### src/rtl/rbs_pkg.sv
// Shared constants, types and a helper function of the retry backoff scheduler.
package rbs_pkg;

  // Number of channel records kept by the scheduler.
  localparam int CHANNELS = 16;
  localparam int CH_IDX_W = (CHANNELS > 1) ? $clog2(CHANNELS) : 1;

  // Field widths of the item and result transfers.
  localparam int OPCODE_W = 3;
  localparam int CHAN_W   = 4;
  localparam int RND_W    = 32;
  localparam int ACTION_W = 4;
  localparam int DELAY_W  = 17;
  localparam int ATT_W    = 16;

  // Configuration port.
  localparam int CFG_W     = 16;
  localparam int CFG_IDX_W = 2;

  localparam logic [CFG_IDX_W-1:0] REG_ENABLE   = 2'd0;
  localparam logic [CFG_IDX_W-1:0] REG_INITIAL  = 2'd1;
  localparam logic [CFG_IDX_W-1:0] REG_MAX      = 2'd2;
  localparam logic [CFG_IDX_W-1:0] REG_ATTEMPTS = 2'd3;

  // Register reset values.
  localparam logic [CFG_W-1:0] RESET_INITIAL = 16'd8;
  localparam logic [CFG_W-1:0] RESET_MAX     = CFG_W'(8 * 60);

  // Backoff arithmetic.
  localparam int BASE_W     = 16;
  localparam int SHIFT_CAP  = 20;
  localparam int SHIFT_W    = 5;
  localparam int SHL_W      = BASE_W + SHIFT_CAP;
  localparam int JITTER_DIV = 4;
  localparam int SPAN_W     = 15;
  localparam int RND_LO_W   = 16;
  localparam int PROD_W     = RND_LO_W + SPAN_W;
  localparam logic [ATT_W-1:0] ATT_MAX = '1;

  // Limit used for the channel range check, one bit wider than the field.
  localparam logic [CHAN_W:0] CHAN_LIMIT = (CHAN_W + 1)'(CHANNELS);

  // Opcodes of the input item.
  localparam logic [OPCODE_W-1:0] OP_FAIL   = 3'd0;
  localparam logic [OPCODE_W-1:0] OP_CANCEL = 3'd1;
  localparam logic [OPCODE_W-1:0] OP_EXPIRE = 3'd2;
  localparam logic [OPCODE_W-1:0] OP_NETUP  = 3'd3;
  localparam logic [OPCODE_W-1:0] OP_QUERY  = 3'd4;

  // Result actions.
  typedef enum logic [ACTION_W-1:0] {
    ACT_NONE      = 4'd0,
    ACT_IGNORED   = 4'd1,
    ACT_RESET     = 4'd2,
    ACT_GAVE_UP   = 4'd3,
    ACT_SCHEDULED = 4'd4,
    ACT_DROPPED   = 4'd5,
    ACT_PARKED    = 4'd6,
    ACT_CONNECT   = 4'd7,
    ACT_QUERY     = 4'd8
  } action_t;

  // Command classes produced by the front end.
  typedef enum logic [2:0] {
    K_FAIL    = 3'd0,
    K_RESET   = 3'd1,
    K_EXPIRE  = 3'd2,
    K_NETUP   = 3'd3,
    K_QUERY   = 3'd4,
    K_UNKNOWN = 3'd5,
    K_OOR     = 3'd6
  } kind_t;

  // Classified command passed from the front end to the back end.
  typedef struct packed {
    kind_t              kind;
    logic [CHAN_W-1:0]  channel;
    logic               eligible;
    logic               network_up;
    logic [RND_W-1:0]   rnd;
  } cmd_t;

  // Command queue between front and back end.
  localparam int QUEUE_DEPTH = 2;
  localparam int QPTR_W      = (QUEUE_DEPTH > 1) ? $clog2(QUEUE_DEPTH) : 1;
  localparam int QCNT_W      = $clog2(QUEUE_DEPTH + 1);

  // Network-up delay: one plus the bit pair taken modulo three.
  function automatic logic [1:0] net_delay(input logic [1:0] pick);
    logic [1:0] d;
    unique case (pick)
      2'd0:    d = 2'd1;
      2'd1:    d = 2'd2;
      2'd2:    d = 2'd3;
      default: d = 2'd1;
    endcase
    return d;
  endfunction

endpackage

### src/rtl/rbs_if.sv
// Handshake interfaces for the item and result channels of the scheduler.
interface rbs_in_if;
  import rbs_pkg::*;

  logic                valid;
  logic                ready;
  logic [OPCODE_W-1:0] opcode;
  logic [CHAN_W-1:0]   channel;
  logic                is_fatal;
  logic                eligible;
  logic                network_up;
  logic [RND_W-1:0]    random_word;

  modport source (output valid, opcode, channel, is_fatal, eligible, network_up,
                  random_word, input ready);
  modport sink   (input valid, opcode, channel, is_fatal, eligible, network_up,
                  random_word, output ready);
endinterface

interface rbs_out_if;
  import rbs_pkg::*;

  logic                valid;
  logic                ready;
  logic [CHAN_W-1:0]   out_channel;
  logic [ACTION_W-1:0] action;
  logic [DELAY_W-1:0]  delay_seconds;
  logic [ATT_W-1:0]    attempt_count;
  logic                last;

  modport source (output valid, out_channel, action, delay_seconds, attempt_count,
                  last, input ready);
  modport sink   (input valid, out_channel, action, delay_seconds, attempt_count,
                  last, output ready);
endinterface

### src/rtl/rbs_front.sv
// Front end: accepts input items, classifies them and registers the command.
module rbs_front (
  input  logic          clk,
  input  logic          rst_n,
  rbs_in_if.sink        in_ch,
  output rbs_pkg::cmd_t cmd_o,
  output logic          cmd_valid_o,
  input  logic          cmd_ready_i
);
  import rbs_pkg::*;

  logic  stage_v_r, stage_v_nxt;
  cmd_t  stage_r;
  cmd_t  cls;
  logic  oor;

  // The stage takes a new item when empty or when its command moves on.
  assign in_ch.ready = !stage_v_r || cmd_ready_i;
  assign cmd_o       = stage_r;
  assign cmd_valid_o = stage_v_r;

  // Classify the item; network up ignores the channel field.
  always_comb begin
    oor            = (in_ch.opcode != OP_NETUP) && ({1'b0, in_ch.channel} >= CHAN_LIMIT);
    cls.channel    = in_ch.channel;
    cls.eligible   = in_ch.eligible;
    cls.network_up = in_ch.network_up;
    cls.rnd        = in_ch.random_word;
    if (oor) begin
      cls.kind = K_OOR;
    end else begin
      unique case (in_ch.opcode)
        OP_FAIL:   cls.kind = in_ch.is_fatal ? K_RESET : K_FAIL;
        OP_CANCEL: cls.kind = K_RESET;
        OP_EXPIRE: cls.kind = K_EXPIRE;
        OP_NETUP:  cls.kind = K_NETUP;
        OP_QUERY:  cls.kind = K_QUERY;
        default:   cls.kind = K_UNKNOWN;
      endcase
    end
  end

  // Stage occupancy.
  always_comb begin
    stage_v_nxt = stage_v_r;
    if (in_ch.valid && in_ch.ready) begin
      stage_v_nxt = 1'b1;
    end else if (cmd_ready_i) begin
      stage_v_nxt = 1'b0;
    end
  end

  always_ff @(posedge clk) begin
    if (!rst_n) begin
      stage_v_r <= 1'b0;
    end else begin
      stage_v_r <= stage_v_nxt;
    end
  end

  // Command payload is loaded on each input transfer.
  always_ff @(posedge clk) begin
    if (in_ch.valid && in_ch.ready) begin
      stage_r <= cls;
    end
  end

endmodule

### src/rtl/rbs_queue.sv
// Short command queue that decouples the front end from the back end.
module rbs_queue (
  input  logic          clk,
  input  logic          rst_n,
  input  rbs_pkg::cmd_t push_data_i,
  input  logic          push_valid_i,
  output logic          push_ready_o,
  output rbs_pkg::cmd_t pop_data_o,
  output logic          pop_valid_o,
  input  logic          pop_ready_i
);
  import rbs_pkg::*;

  cmd_t              slot_r [QUEUE_DEPTH];
  logic [QPTR_W-1:0] wr_ptr_r, wr_ptr_nxt;
  logic [QPTR_W-1:0] rd_ptr_r, rd_ptr_nxt;
  logic [QCNT_W-1:0] count_r, count_nxt;
  logic              push, pop;

  assign push_ready_o = (count_r != QCNT_W'(QUEUE_DEPTH));
  assign pop_valid_o  = (count_r != '0);
  assign pop_data_o   = slot_r[rd_ptr_r];
  assign push         = push_valid_i && push_ready_o;
  assign pop          = pop_valid_o && pop_ready_i;

  // Pointer and fill count updates.
  always_comb begin
    wr_ptr_nxt = wr_ptr_r;
    rd_ptr_nxt = rd_ptr_r;
    count_nxt  = count_r;
    if (push) begin
      wr_ptr_nxt = (wr_ptr_r == QPTR_W'(QUEUE_DEPTH - 1)) ? '0 : wr_ptr_r + 1'b1;
    end
    if (pop) begin
      rd_ptr_nxt = (rd_ptr_r == QPTR_W'(QUEUE_DEPTH - 1)) ? '0 : rd_ptr_r + 1'b1;
    end
    if (push && !pop) begin
      count_nxt = count_r + 1'b1;
    end else if (pop && !push) begin
      count_nxt = count_r - 1'b1;
    end
  end

  always_ff @(posedge clk) begin
    if (!rst_n) begin
      wr_ptr_r <= '0;
      rd_ptr_r <= '0;
      count_r  <= '0;
    end else begin
      wr_ptr_r <= wr_ptr_nxt;
      rd_ptr_r <= rd_ptr_nxt;
      count_r  <= count_nxt;
    end
  end

  // Slot storage.
  always_ff @(posedge clk) begin
    if (push) begin
      slot_r[wr_ptr_r] <= push_data_i;
    end
  end

endmodule

### src/rtl/rbs_back.sv
// Back end: channel records, backoff arithmetic, network-up walk and result register.
module rbs_back (
  input  logic                            clk,
  input  logic                            rst_n,
  input  logic                            cfg_we,
  input  logic [rbs_pkg::CFG_IDX_W-1:0]   cfg_index,
  input  logic [rbs_pkg::CFG_W-1:0]       cfg_wdata,
  input  rbs_pkg::cmd_t                   cmd_i,
  input  logic                            cmd_valid_i,
  output logic                            cmd_ready_o,
  rbs_out_if.source                       out_ch
);
  import rbs_pkg::*;

  typedef enum logic [4:0] {
    S_IDLE = 5'b00001,
    S_BASE = 5'b00010,
    S_MUL  = 5'b00100,
    S_EMIT = 5'b01000,
    S_WALK = 5'b10000
  } state_t;

  state_t              state_r;
  cmd_t                cmd_r;

  // Configuration registers.
  logic                en_r;
  logic [CFG_W-1:0]    ini_r, max_r, max_att_r;

  // Channel records.
  logic [ATT_W-1:0]    att_tab_r [CHANNELS];
  logic [DELAY_W-1:0]  dly_tab_r [CHANNELS];
  logic [CHANNELS-1:0] pend_r, park_r;

  // Backoff pipeline registers.
  logic [ATT_W-1:0]    att_new_r;
  logic                gave_up_r;
  logic [BASE_W-1:0]   base_r;
  logic [PROD_W-1:0]   prod_r;
  logic [CH_IDX_W-1:0] walk_r;

  // Result register.
  logic                out_valid_r;
  logic [CHAN_W-1:0]   out_ch_r;
  action_t             out_act_r;
  logic [DELAY_W-1:0]  out_dly_r;
  logic [ATT_W-1:0]    out_att_r;
  logic                out_last_r;

  logic [CH_IDX_W-1:0] ch_idx;
  logic [ATT_W-1:0]    att_cur;
  logic                pend_cur;
  logic                go_ok;
  logic [BASE_W-1:0]   ini_eff, cap;
  logic [ATT_W-1:0]    att_inc, att_m1;
  logic [SHIFT_W-1:0]  sh;
  logic [SHL_W-1:0]    shifted;
  logic [BASE_W-1:0]   base_nxt;
  logic                gave_nxt;
  logic [SPAN_W-1:0]   span;
  logic [DELAY_W-1:0]  sched_d;
  logic                out_free;
  logic                out_load;
  logic                park_above;
  logic [1:0]          walk_d;
  action_t             res_act;
  logic [DELAY_W-1:0]  res_dly;
  logic [ATT_W-1:0]    res_att;

  assign cmd_ready_o = (state_r == S_IDLE);
  assign out_free    = !out_valid_r || out_ch.ready;

  // A result is loaded whenever the sequencer emits one this cycle.
  assign out_load = out_free &&
                    ((state_r == S_EMIT) || ((state_r == S_WALK) && park_r[walk_r]));

  assign out_ch.valid         = out_valid_r;
  assign out_ch.out_channel   = out_ch_r;
  assign out_ch.action        = out_act_r;
  assign out_ch.delay_seconds = out_dly_r;
  assign out_ch.attempt_count = out_att_r;
  assign out_ch.last          = out_last_r;

  // Record read for the current command.
  assign ch_idx   = cmd_r.channel[CH_IDX_W-1:0];
  assign att_cur  = att_tab_r[ch_idx];
  assign pend_cur = pend_r[ch_idx];
  assign go_ok    = en_r && cmd_r.eligible;

  // Base delay: initial shifted by attempts less one (capped), clamped to the cap.
  always_comb begin
    ini_eff  = (ini_r == '0) ? BASE_W'(1) : ini_r;
    cap      = (max_r < ini_eff) ? ini_eff : max_r;
    att_inc  = (att_cur == ATT_MAX) ? att_cur : att_cur + 1'b1;
    att_m1   = att_inc - 1'b1;
    sh       = (att_m1 > ATT_W'(SHIFT_CAP)) ? SHIFT_W'(SHIFT_CAP) : att_m1[SHIFT_W-1:0];
    shifted  = SHL_W'(ini_eff) << sh;
    base_nxt = (shifted > SHL_W'(cap)) ? cap : shifted[BASE_W-1:0];
    gave_nxt = (max_att_r != '0) && (att_inc > max_att_r);
  end

  // Jitter span and final scheduled delay.
  assign span    = SPAN_W'(base_r / JITTER_DIV) + SPAN_W'(1);
  assign sched_d = DELAY_W'(base_r) + DELAY_W'(prod_r[PROD_W-1:RND_LO_W]);

  // Network-up walk: delay pick and whether any parked channel lies beyond.
  assign walk_d = net_delay(cmd_r.rnd[2*walk_r +: 2]);

  always_comb begin
    park_above = 1'b0;
    for (int c = 0; c < CHANNELS; c++) begin
      if (park_r[c] && (CH_IDX_W'(c) > walk_r)) begin
        park_above = 1'b1;
      end
    end
  end

  // Single result for every command other than a network-up walk.
  always_comb begin
    res_act = ACT_IGNORED;
    res_dly = '0;
    res_att = att_cur;
    unique case (cmd_r.kind)
      K_FAIL: begin
        if (!go_ok) begin
          res_act = ACT_IGNORED;
        end else if (gave_up_r) begin
          res_act = ACT_GAVE_UP;
          res_att = att_new_r;
        end else begin
          res_act = ACT_SCHEDULED;
          res_dly = sched_d;
          res_att = att_new_r;
        end
      end
      K_RESET: begin
        res_act = ACT_RESET;
        res_att = '0;
      end
      K_EXPIRE: begin
        priority if (!pend_cur) begin
          res_act = ACT_IGNORED;
        end else if (!go_ok) begin
          res_act = ACT_DROPPED;
        end else if (!cmd_r.network_up) begin
          res_act = ACT_PARKED;
        end else begin
          res_act = ACT_CONNECT;
        end
      end
      K_QUERY: begin
        res_act = ACT_QUERY;
        res_dly = pend_cur ? dly_tab_r[ch_idx] : '0;
      end
      K_NETUP: begin
        res_act = ACT_NONE;
        res_att = '0;
      end
      K_OOR: begin
        res_act = ACT_IGNORED;
        res_att = '0;
      end
      default: begin
        res_act = ACT_IGNORED;
      end
    endcase
  end

  // Sequencer, record updates and configuration writes.
  always_ff @(posedge clk) begin
    if (!rst_n) begin
      state_r     <= S_IDLE;
      out_valid_r <= 1'b0;
      en_r        <= 1'b1;
      ini_r       <= RESET_INITIAL;
      max_r       <= RESET_MAX;
      max_att_r   <= '0;
      pend_r      <= '0;
      park_r      <= '0;
      walk_r      <= '0;
      for (int c = 0; c < CHANNELS; c++) begin
        att_tab_r[c] <= '0;
      end
    end else begin
      if (out_ch.ready && !out_load) begin
        out_valid_r <= 1'b0;
      end

      unique case (state_r)
        S_IDLE: begin
          if (cmd_valid_i) begin
            cmd_r <= cmd_i;
            priority if (cmd_i.kind == K_NETUP && (|park_r)) begin
              walk_r  <= '0;
              state_r <= S_WALK;
            end else if (cmd_i.kind == K_FAIL && en_r && cmd_i.eligible) begin
              state_r <= S_BASE;
            end else begin
              state_r <= S_EMIT;
            end
          end
        end
        S_BASE: begin
          att_new_r <= att_inc;
          gave_up_r <= gave_nxt;
          base_r    <= base_nxt;
          state_r   <= S_MUL;
        end
        S_MUL: begin
          prod_r  <= PROD_W'(cmd_r.rnd[RND_LO_W-1:0]) * PROD_W'(span);
          state_r <= S_EMIT;
        end
        S_EMIT: begin
          if (out_free) begin
            out_valid_r <= 1'b1;
            out_ch_r    <= (cmd_r.kind == K_NETUP) ? '0 : cmd_r.channel;
            out_act_r   <= res_act;
            out_dly_r   <= res_dly;
            out_att_r   <= res_att;
            out_last_r  <= 1'b1;
            state_r     <= S_IDLE;
            // Record updates for the command just answered.
            if (cmd_r.kind == K_FAIL && go_ok) begin
              att_tab_r[ch_idx] <= att_new_r;
              park_r[ch_idx]    <= 1'b0;
              pend_r[ch_idx]    <= !gave_up_r;
              dly_tab_r[ch_idx] <= sched_d;
            end else if (cmd_r.kind == K_RESET) begin
              att_tab_r[ch_idx] <= '0;
              pend_r[ch_idx]    <= 1'b0;
              park_r[ch_idx]    <= 1'b0;
            end else if (cmd_r.kind == K_EXPIRE && pend_cur) begin
              pend_r[ch_idx] <= 1'b0;
              park_r[ch_idx] <= go_ok && !cmd_r.network_up;
            end
          end
        end
        S_WALK: begin
          if (park_r[walk_r]) begin
            if (out_free) begin
              out_valid_r       <= 1'b1;
              out_ch_r          <= CHAN_W'(walk_r);
              out_act_r         <= ACT_SCHEDULED;
              out_dly_r         <= DELAY_W'(walk_d);
              out_att_r         <= att_tab_r[walk_r];
              out_last_r        <= !park_above;
              park_r[walk_r]    <= 1'b0;
              pend_r[walk_r]    <= 1'b1;
              dly_tab_r[walk_r] <= DELAY_W'(walk_d);
              if (park_above) begin
                walk_r <= walk_r + 1'b1;
              end else begin
                state_r <= S_IDLE;
              end
            end
          end else begin
            walk_r <= walk_r + 1'b1;
          end
        end
        default: begin
          state_r <= S_IDLE;
        end
      endcase

      // Configuration writes must arrive only while idle: the user's duty, unchecked.
      if (cfg_we) begin
        unique case (cfg_index)
          REG_ENABLE: begin
            en_r <= cfg_wdata[0];
            if (!cfg_wdata[0]) begin
              pend_r <= '0;
              park_r <= '0;
            end
          end
          REG_INITIAL:  ini_r     <= cfg_wdata;
          REG_MAX:      max_r     <= cfg_wdata;
          REG_ATTEMPTS: max_att_r <= cfg_wdata;
          default: ;
        endcase
      end
    end
  end

  // A channel is never pending and parked at once.
  a_excl: assert property (@(posedge clk) disable iff (!rst_n) (pend_r & park_r) == '0)
    else $error("channel both pending and parked");

  // The network-up walk only runs while a parked channel remains.
  a_walk: assert property (@(posedge clk) disable iff (!rst_n)
    (state_r == S_WALK) |-> (|park_r))
    else $error("walk running with no parked channel");

  // A scheduled retry is never zero seconds out.
  a_sched: assert property (@(posedge clk) disable iff (!rst_n)
    (out_valid_r && out_act_r == ACT_SCHEDULED) |-> (out_dly_r != '0))
    else $error("scheduled result with zero delay");

  // Disabling retries cancels every pending and parked channel.
  a_disable: assert property (@(posedge clk) disable iff (!rst_n)
    (cfg_we && cfg_index == REG_ENABLE && !cfg_wdata[0]) |=> (pend_r == '0 && park_r == '0))
    else $error("flags left set after disable");

endmodule

### src/rtl/retry_backoff_scheduler.sv
// Top level of the retry backoff scheduler: front end, command queue and back end.
//
// Usage: events enter on in_ch (valid/ready); a transfer takes one event with an
// opcode, a channel and random bits. Results leave on out_ch (valid/ready); the
// last result caused by an event carries last. Registers are written through the
// plain cfg_we/cfg_index/cfg_wdata port while no event is in flight.
// Path: a failure that schedules a retry passes the front stage, queue, command
// register, base delay, jitter multiply and result register; other single-result
// events skip the base delay and jitter multiply.
// Sequencing: the back end handles one event at a time. Network up walks the
// channel records one per cycle while no result waits on a stalled receiver,
// giving one result per parked channel.
// Reset (rst_n low at a clock edge) clears channel flags and attempt counts and
// restores the registers to enabled, initial 8, max 480 and no attempt limit.
// When the receiver stalls, the result register holds; the queue and front stage
// keep taking events until they fill, then in_ch.ready drops.
module retry_backoff_scheduler (
  input  logic                          clk,
  input  logic                          rst_n,
  rbs_in_if.sink                        in_ch,
  rbs_out_if.source                     out_ch,
  input  logic                          cfg_we,
  input  logic [rbs_pkg::CFG_IDX_W-1:0] cfg_index,
  input  logic [rbs_pkg::CFG_W-1:0]     cfg_wdata
);
  import rbs_pkg::*;

  cmd_t front_cmd, queue_cmd;
  logic front_valid, front_ready;
  logic queue_valid, queue_ready;

  // Accept and classify events.
  rbs_front u_front (
    .clk         (clk),
    .rst_n       (rst_n),
    .in_ch       (in_ch),
    .cmd_o       (front_cmd),
    .cmd_valid_o (front_valid),
    .cmd_ready_i (front_ready)
  );

  // Buffer classified commands.
  rbs_queue u_queue (
    .clk          (clk),
    .rst_n        (rst_n),
    .push_data_i  (front_cmd),
    .push_valid_i (front_valid),
    .push_ready_o (front_ready),
    .pop_data_o   (queue_cmd),
    .pop_valid_o  (queue_valid),
    .pop_ready_i  (queue_ready)
  );

  // Execute commands against the channel records.
  rbs_back u_back (
    .clk         (clk),
    .rst_n       (rst_n),
    .cfg_we      (cfg_we),
    .cfg_index   (cfg_index),
    .cfg_wdata   (cfg_wdata),
    .cmd_i       (queue_cmd),
    .cmd_valid_i (queue_valid),
    .cmd_ready_o (queue_ready),
    .out_ch      (out_ch)
  );

endmodule

### src/flat_wrapper.sv
// flat-port wrapper written by rule: the top's interface ports become plain ports
module retry_backoff_scheduler_flat import rbs_pkg::*;
  (clk, rst_n, cfg_we, cfg_index, cfg_wdata, in_ch_valid, in_ch_opcode, in_ch_channel, in_ch_is_fatal, in_ch_eligible, in_ch_network_up, in_ch_random_word, in_ch_ready, out_ch_valid, out_ch_out_channel, out_ch_action, out_ch_delay_seconds, out_ch_attempt_count, out_ch_last, out_ch_ready);
  rbs_in_if in_ch_i ();
  rbs_out_if out_ch_i ();
  input  logic clk;
  input  logic rst_n;
  input  logic cfg_we;
  input  logic [rbs_pkg::CFG_IDX_W-1:0] cfg_index;
  input  logic [rbs_pkg::CFG_W-1:0] cfg_wdata;
  input wire logic [$bits(in_ch_i.valid)-1:0] in_ch_valid;
  input wire logic [$bits(in_ch_i.opcode)-1:0] in_ch_opcode;
  input wire logic [$bits(in_ch_i.channel)-1:0] in_ch_channel;
  input wire logic [$bits(in_ch_i.is_fatal)-1:0] in_ch_is_fatal;
  input wire logic [$bits(in_ch_i.eligible)-1:0] in_ch_eligible;
  input wire logic [$bits(in_ch_i.network_up)-1:0] in_ch_network_up;
  input wire logic [$bits(in_ch_i.random_word)-1:0] in_ch_random_word;
  output wire logic [$bits(in_ch_i.ready)-1:0] in_ch_ready;
  output wire logic [$bits(out_ch_i.valid)-1:0] out_ch_valid;
  output wire logic [$bits(out_ch_i.out_channel)-1:0] out_ch_out_channel;
  output wire logic [$bits(out_ch_i.action)-1:0] out_ch_action;
  output wire logic [$bits(out_ch_i.delay_seconds)-1:0] out_ch_delay_seconds;
  output wire logic [$bits(out_ch_i.attempt_count)-1:0] out_ch_attempt_count;
  output wire logic [$bits(out_ch_i.last)-1:0] out_ch_last;
  input wire logic [$bits(out_ch_i.ready)-1:0] out_ch_ready;
  assign in_ch_i.valid = in_ch_valid;
  assign in_ch_i.opcode = in_ch_opcode;
  assign in_ch_i.channel = in_ch_channel;
  assign in_ch_i.is_fatal = in_ch_is_fatal;
  assign in_ch_i.eligible = in_ch_eligible;
  assign in_ch_i.network_up = in_ch_network_up;
  assign in_ch_i.random_word = in_ch_random_word;
  assign in_ch_ready = in_ch_i.ready;
  assign out_ch_valid = out_ch_i.valid;
  assign out_ch_out_channel = out_ch_i.out_channel;
  assign out_ch_action = out_ch_i.action;
  assign out_ch_delay_seconds = out_ch_i.delay_seconds;
  assign out_ch_attempt_count = out_ch_i.attempt_count;
  assign out_ch_last = out_ch_i.last;
  assign out_ch_i.ready = out_ch_ready;
  retry_backoff_scheduler u_core (.clk(clk), .rst_n(rst_n), .in_ch(in_ch_i), .out_ch(out_ch_i), .cfg_we(cfg_we), .cfg_index(cfg_index), .cfg_wdata(cfg_wdata));
endmodule
### config.mk
export PLATFORM = sky130hd
export DESIGN_NAME = retry_backoff_scheduler_flat
export DESIGN_NICKNAME = d
export VERILOG_FILES = /design/src/rtl/rbs_pkg.sv /design/src/rtl/rbs_if.sv /design/src/rtl/rbs_front.sv /design/src/rtl/rbs_queue.sv /design/src/rtl/rbs_back.sv /design/src/rtl/retry_backoff_scheduler.sv /design/src/flat_wrapper.sv
export SDC_FILE = /design/constraint.sdc
export NUM_CORES = 2
export LEC_CHECK = 0
export BUFFER_PORTS_ARGS = -buffer_cell sky130_fd_sc_hd__buf_2
export CAP_MARGIN = 0
export CORE_MARGIN = 2
export CORE_UTILIZATION = 57
export DETAILED_ROUTE_END_ITERATION = 16
export PLACE_DENSITY = 0.87
export RECOVER_POWER = 100
export SLEW_MARGIN = 20
export SYNTH_ARGS = -nofsm -noshare
export SYNTH_HDL_FRONTEND = slang
export SYNTH_SLANG_ARGS = --single-unit
### constraint.sdc
create_clock -name clk -period 8.56 [get_ports clk]
set_input_delay 1.712 -clock clk [delete_from_list [all_inputs] [get_ports clk]]
set_output_delay 1.712 -clock clk [all_outputs]
set_load 0.02 [all_outputs]
==> impl_metrics.yaml <==
logic_synthesis:
  synth_top_area_share_pct: 48.1
  synth.area.top_cells: "edfxtp_1 (48%), mux4_2 (11%), fa_1 (7.4%)"
  synth_adder_area_share_pct: 11.5
  ys_warn_count: 0
  avgSynthCellArea_sq_um: 12.7
  ys_ff_latch: 887
  synth_flop_cell: "edfxtp_1"
  synthesis.area_sq_um: 48800
  yosys.area_share.simple_pct: 11.4
  synth-seq-area-share_pct: 52.4
  ys_top_cells_by_count: "edfxtp_1 (782), nor2_1 (511), nand2_1 (398)"
  synth_nets: 4236
  synth_top_family_by_area: "multiplexers"
  yosysUniqueCellTypes: 92
  synth-compound-area-share_pct: 6.56
  async_flop_share_pct: 0
  synth_edf_count: 782
  muxShareOfSynthArea_pct: 13.3
  synth.most_common_cell: "edfxtp_1"
  synth_top_area_cell: "edfxtp_1"
  netlist_instances: 3833
  synthXorXnorAreaFrac_pct: 1.04
route:
  avgViaCountPerCell: 6.73
  first_pass_iters: 7
  vias: 34700
  avgRoutedWirePerCell_um: 27.1
  drc: 0
  drtIter0Drc: 5350
  drt-total-wl_um: 140000
  antenna_left: 0
floorplanning:
  rows: 107
  start_util_pct: 57.4
  die_w_um: 297
  die-area_sq_um: 88000
  num_io_pins: 109
  core_sq_um: 85000
  die_y_um: 297
cells_and_area:
  area_growth_pct: 10.5
  nets: 4341
  layout.cells.non_filler: 5158
  drive_gt1_share_pct: 17.7
global_routing:
  antenna_found_initial: 2
  grtUsageTotal_pct: 31.9
  grt-ovfl-total: 0
  grt_pass1_wl_um: 207000
  grt_max_degree: 69
  grt_pass1_vias: 34000
pwr:
  clkPwrFrac_pct: 24.5
  p_int_uw: 10000
  leakage_uw: 0.0197
  p_seq_share_pct: 33.2
  ir_drop_mv: 0.504
  combPwrFrac_pct: 42.3
  switching_share_pct: 36.8
  power.density_nw_per_um2: 294
  netSwitchingPower_uw: 5840
clock_tree:
  cts_buffers: 88
  clock-sinks: 887
  tritoncts: "built"
  clockBufferDepth: 3
  clock_latency_ns: 0.68
  cts_root_buf: "clkbuf_16"
  clk_pin_slew_ns: 0.06
  ctsHtreeMaxLevel: 3
run:
  drv_cap: 8
worst_setup_path:
  critPathKind: "flip-flop to flip-flop"
  r2r-start: "u_core.u_back.base_r[3]$_DFFE_PP_"
  cp_max_fo: 16
  slowest_delay_ns: 0.54
  worstPathRequired_ns: 8.94
  r2r_end: "u_core.u_back.prod_r[30]$_DFFE_PP_"
  end_kind: "flip-flop"
  reg2reg_slack_ns: 0.34
  worst_r2r_path_depth: 30
  critPathArrivalTime_ns: 8.60
  worst_path_most_repeated_cell: "fa_1"
  crit_path_start_kind: "flip-flop"
  cp_slowest_cell: "fa_1"
outcome:
  violations: "max-capacitance violations, max-slew violations"
  status: "finished with violations"
placed_design:
  dpl.hpwl_um: 89300
  gp_congestion: 0.956
  port_buffers: 108
  place_inst: 4983
timing:
  finalSetupViolCount: 0
  max_freq_mhz: 122
  worst_pin_slew_ns: 2.93
  skew_ns: 0.0710
  relSlewSlack_pct: -95.5
  fin_crit_sh_pct: 96.0
  fin_crit_ns: 8.22
  hold_violations: 0
  drv_slew: 320
  tns_ns: 0
hold_path:
  min_to: "u_core.u_queue.slot_r[1][30]$_DFFE_PP_"
  worstHoldPathCells: 0
  hold_path.class: "flip-flop to flip-flop"
  hold_path.startpoint: "u_core.u_front.cmd_o[30]$_DFFE_PP_"
layout make-up:
cell class              instances  area, sq um
diodes                          4         10.0
clock buffers                 103         2310
clock inverters                59          587
fillers                      5881        31100
inverters                     263          987
multi-input cells            2468        21500
flip-flops and latches        887        25600
well taps                    1144         1430
repair buffers                230         1490
cell usage in the layout (no fill, tap or decap), types with 44 or more instances in the layout:
master	instances
clkbuf_16	89
ha_1	158
edfxtp_1	782
inv_1	261
o21ai_0	64
fa_1	180
and2_1	51
buf_2	97
a21oi_1	153
nor2_1	489
xnor2_1	44
dfxtp_1	100
buf_4	111
mux4_2	245
nor2b_1	69
nand2_1	390
power by group through the flow:
stage	combinational [uW]	sequential (uW)	clock [uW]
5_1_grt	7350	5290	4040
3_5_place_dp	6320	5350	0
2_1_floorplan	4690	5210	0
6_report	6720	5270	3880
3_3_place_gp	6110	5340	0
4_1_cts	6460	5260	3890
stage by stage:
step | hold WS (ns) | util, % | area [sq um] | total power, uW | worst slack (ns)
4_1_cts | 0.429 | 63.2 | 53700 | 15600 | 0.109
2_1_floorplan | 0.421 | - | 48800 | 9900 | 0.0382
3_5_place_dp | 0.432 | 59.8 | 50800 | 11700 | 0.175
5_1_grt | 0.450 | 63.4 | 53900 | 16700 | -0.0552
3_3_place_gp | 0.423 | 59.8 | 50800 | 11500 | 0.390
6_report | 0.428 | 63.5 | 53900 | 15900 | 0.343
state kept, by name (all words and copies together), names as in the netlist, 2 cells and up, named ones only:
signal and cells:
u_core.u_back.out_ch.out_channel 4, u_core.u_back.base_r 16, u_core.u_back.att_new_r 16, u_core.u_back.walk_r 4, u_core.u_back.dly_tab_r 272, u_core.u_back.max_r 16, u_core.u_front.cmd_o 41, u_core.u_back.pend_r 16
u_core.u_back.out_ch.action 4, u_core.u_queue.slot_r 82, u_core.u_back.att_tab_r 256, u_core.u_back.state_r 5, u_core.u_back.out_ch.attempt_count 16, u_core.u_back.cmd_r 37, u_core.u_back.out_ch.delay_seconds 17, u_core.u_back.prod_r 15
u_core.u_back.max_att_r 16, u_core.u_queue.count_r 2, u_core.u_back.ch_idx 4, u_core.u_back.ini_r 16, u_core.u_back.park_r 16
logic make-up after synthesis:
logic type	count (synthesis)
adders and majority gates	341
AOI/OAI and AO/OA	480
and+or+nand+nor	1256
buffers and inverters	478
muxes	334
DFF	887
xor gates and xnor gates	57
worst max-delay path, delay by kind of cell, from the launching register on:
| kind | cells | cell delay, ns |
|---|---|---|
| adder cells (fa/ha/maj) | 8 | 3.67 |
| AO/OA/AOI/OAI | 8 | 1.62 |
| flip-flops | 1 | 0.53 |
| buffers and inverters | 4 | 0.41 |
| XOR/XNOR | 2 | 0.29 |
| AND/OR/NAND/NOR | 8 | 1.38 |
worst max path at each step:
stage / startpoint / to / slack, ns
after floorplan: flip-flop / u_core.u_back.base_r[0]$_DFFE_PP_ / 0.04
after global placement: flip-flop / u_core.u_back.base_r[13]$_DFFE_PP_ / 0.39
after detailed placement: flip-flop / u_core.u_back.base_r[11]$_DFFE_PP_ / 0.18
after CTS: flip-flop / u_core.u_back.base_r[11]$_DFFE_PP_ / 0.11
after global routing: flip-flop / u_core.u_back.base_r[11]$_DFFE_PP_ / -0.06
final: u_core.u_back.base_r[3]$_DFFE_PP_ / u_core.u_back.prod_r[30]$_DFFE_PP_ / 0.34
layer usage:
| layer | up-vias | share of wire (%) | track usage (%) |
|---|---|---|---|
| met4 | 2 | 5.6 | 14.6 |
| met1 | 17000 | 35 | 42.3 |
| met5 | - | 0.0093 | 0 |
| li1 | 14200 | - | - |
| met2 | 2915 | 46 | 49.8 |
| met3 | 634 | 13 | 8.14 |
what timing repair did:
action / in CTS / in global routing
endpoints found under the setup margin: 0 / 21
hold buffers: 0 / 0
gates resized for setup: 0 / 20
buffers inserted: 0 / 8
Power figures use the tool's default switching activity.
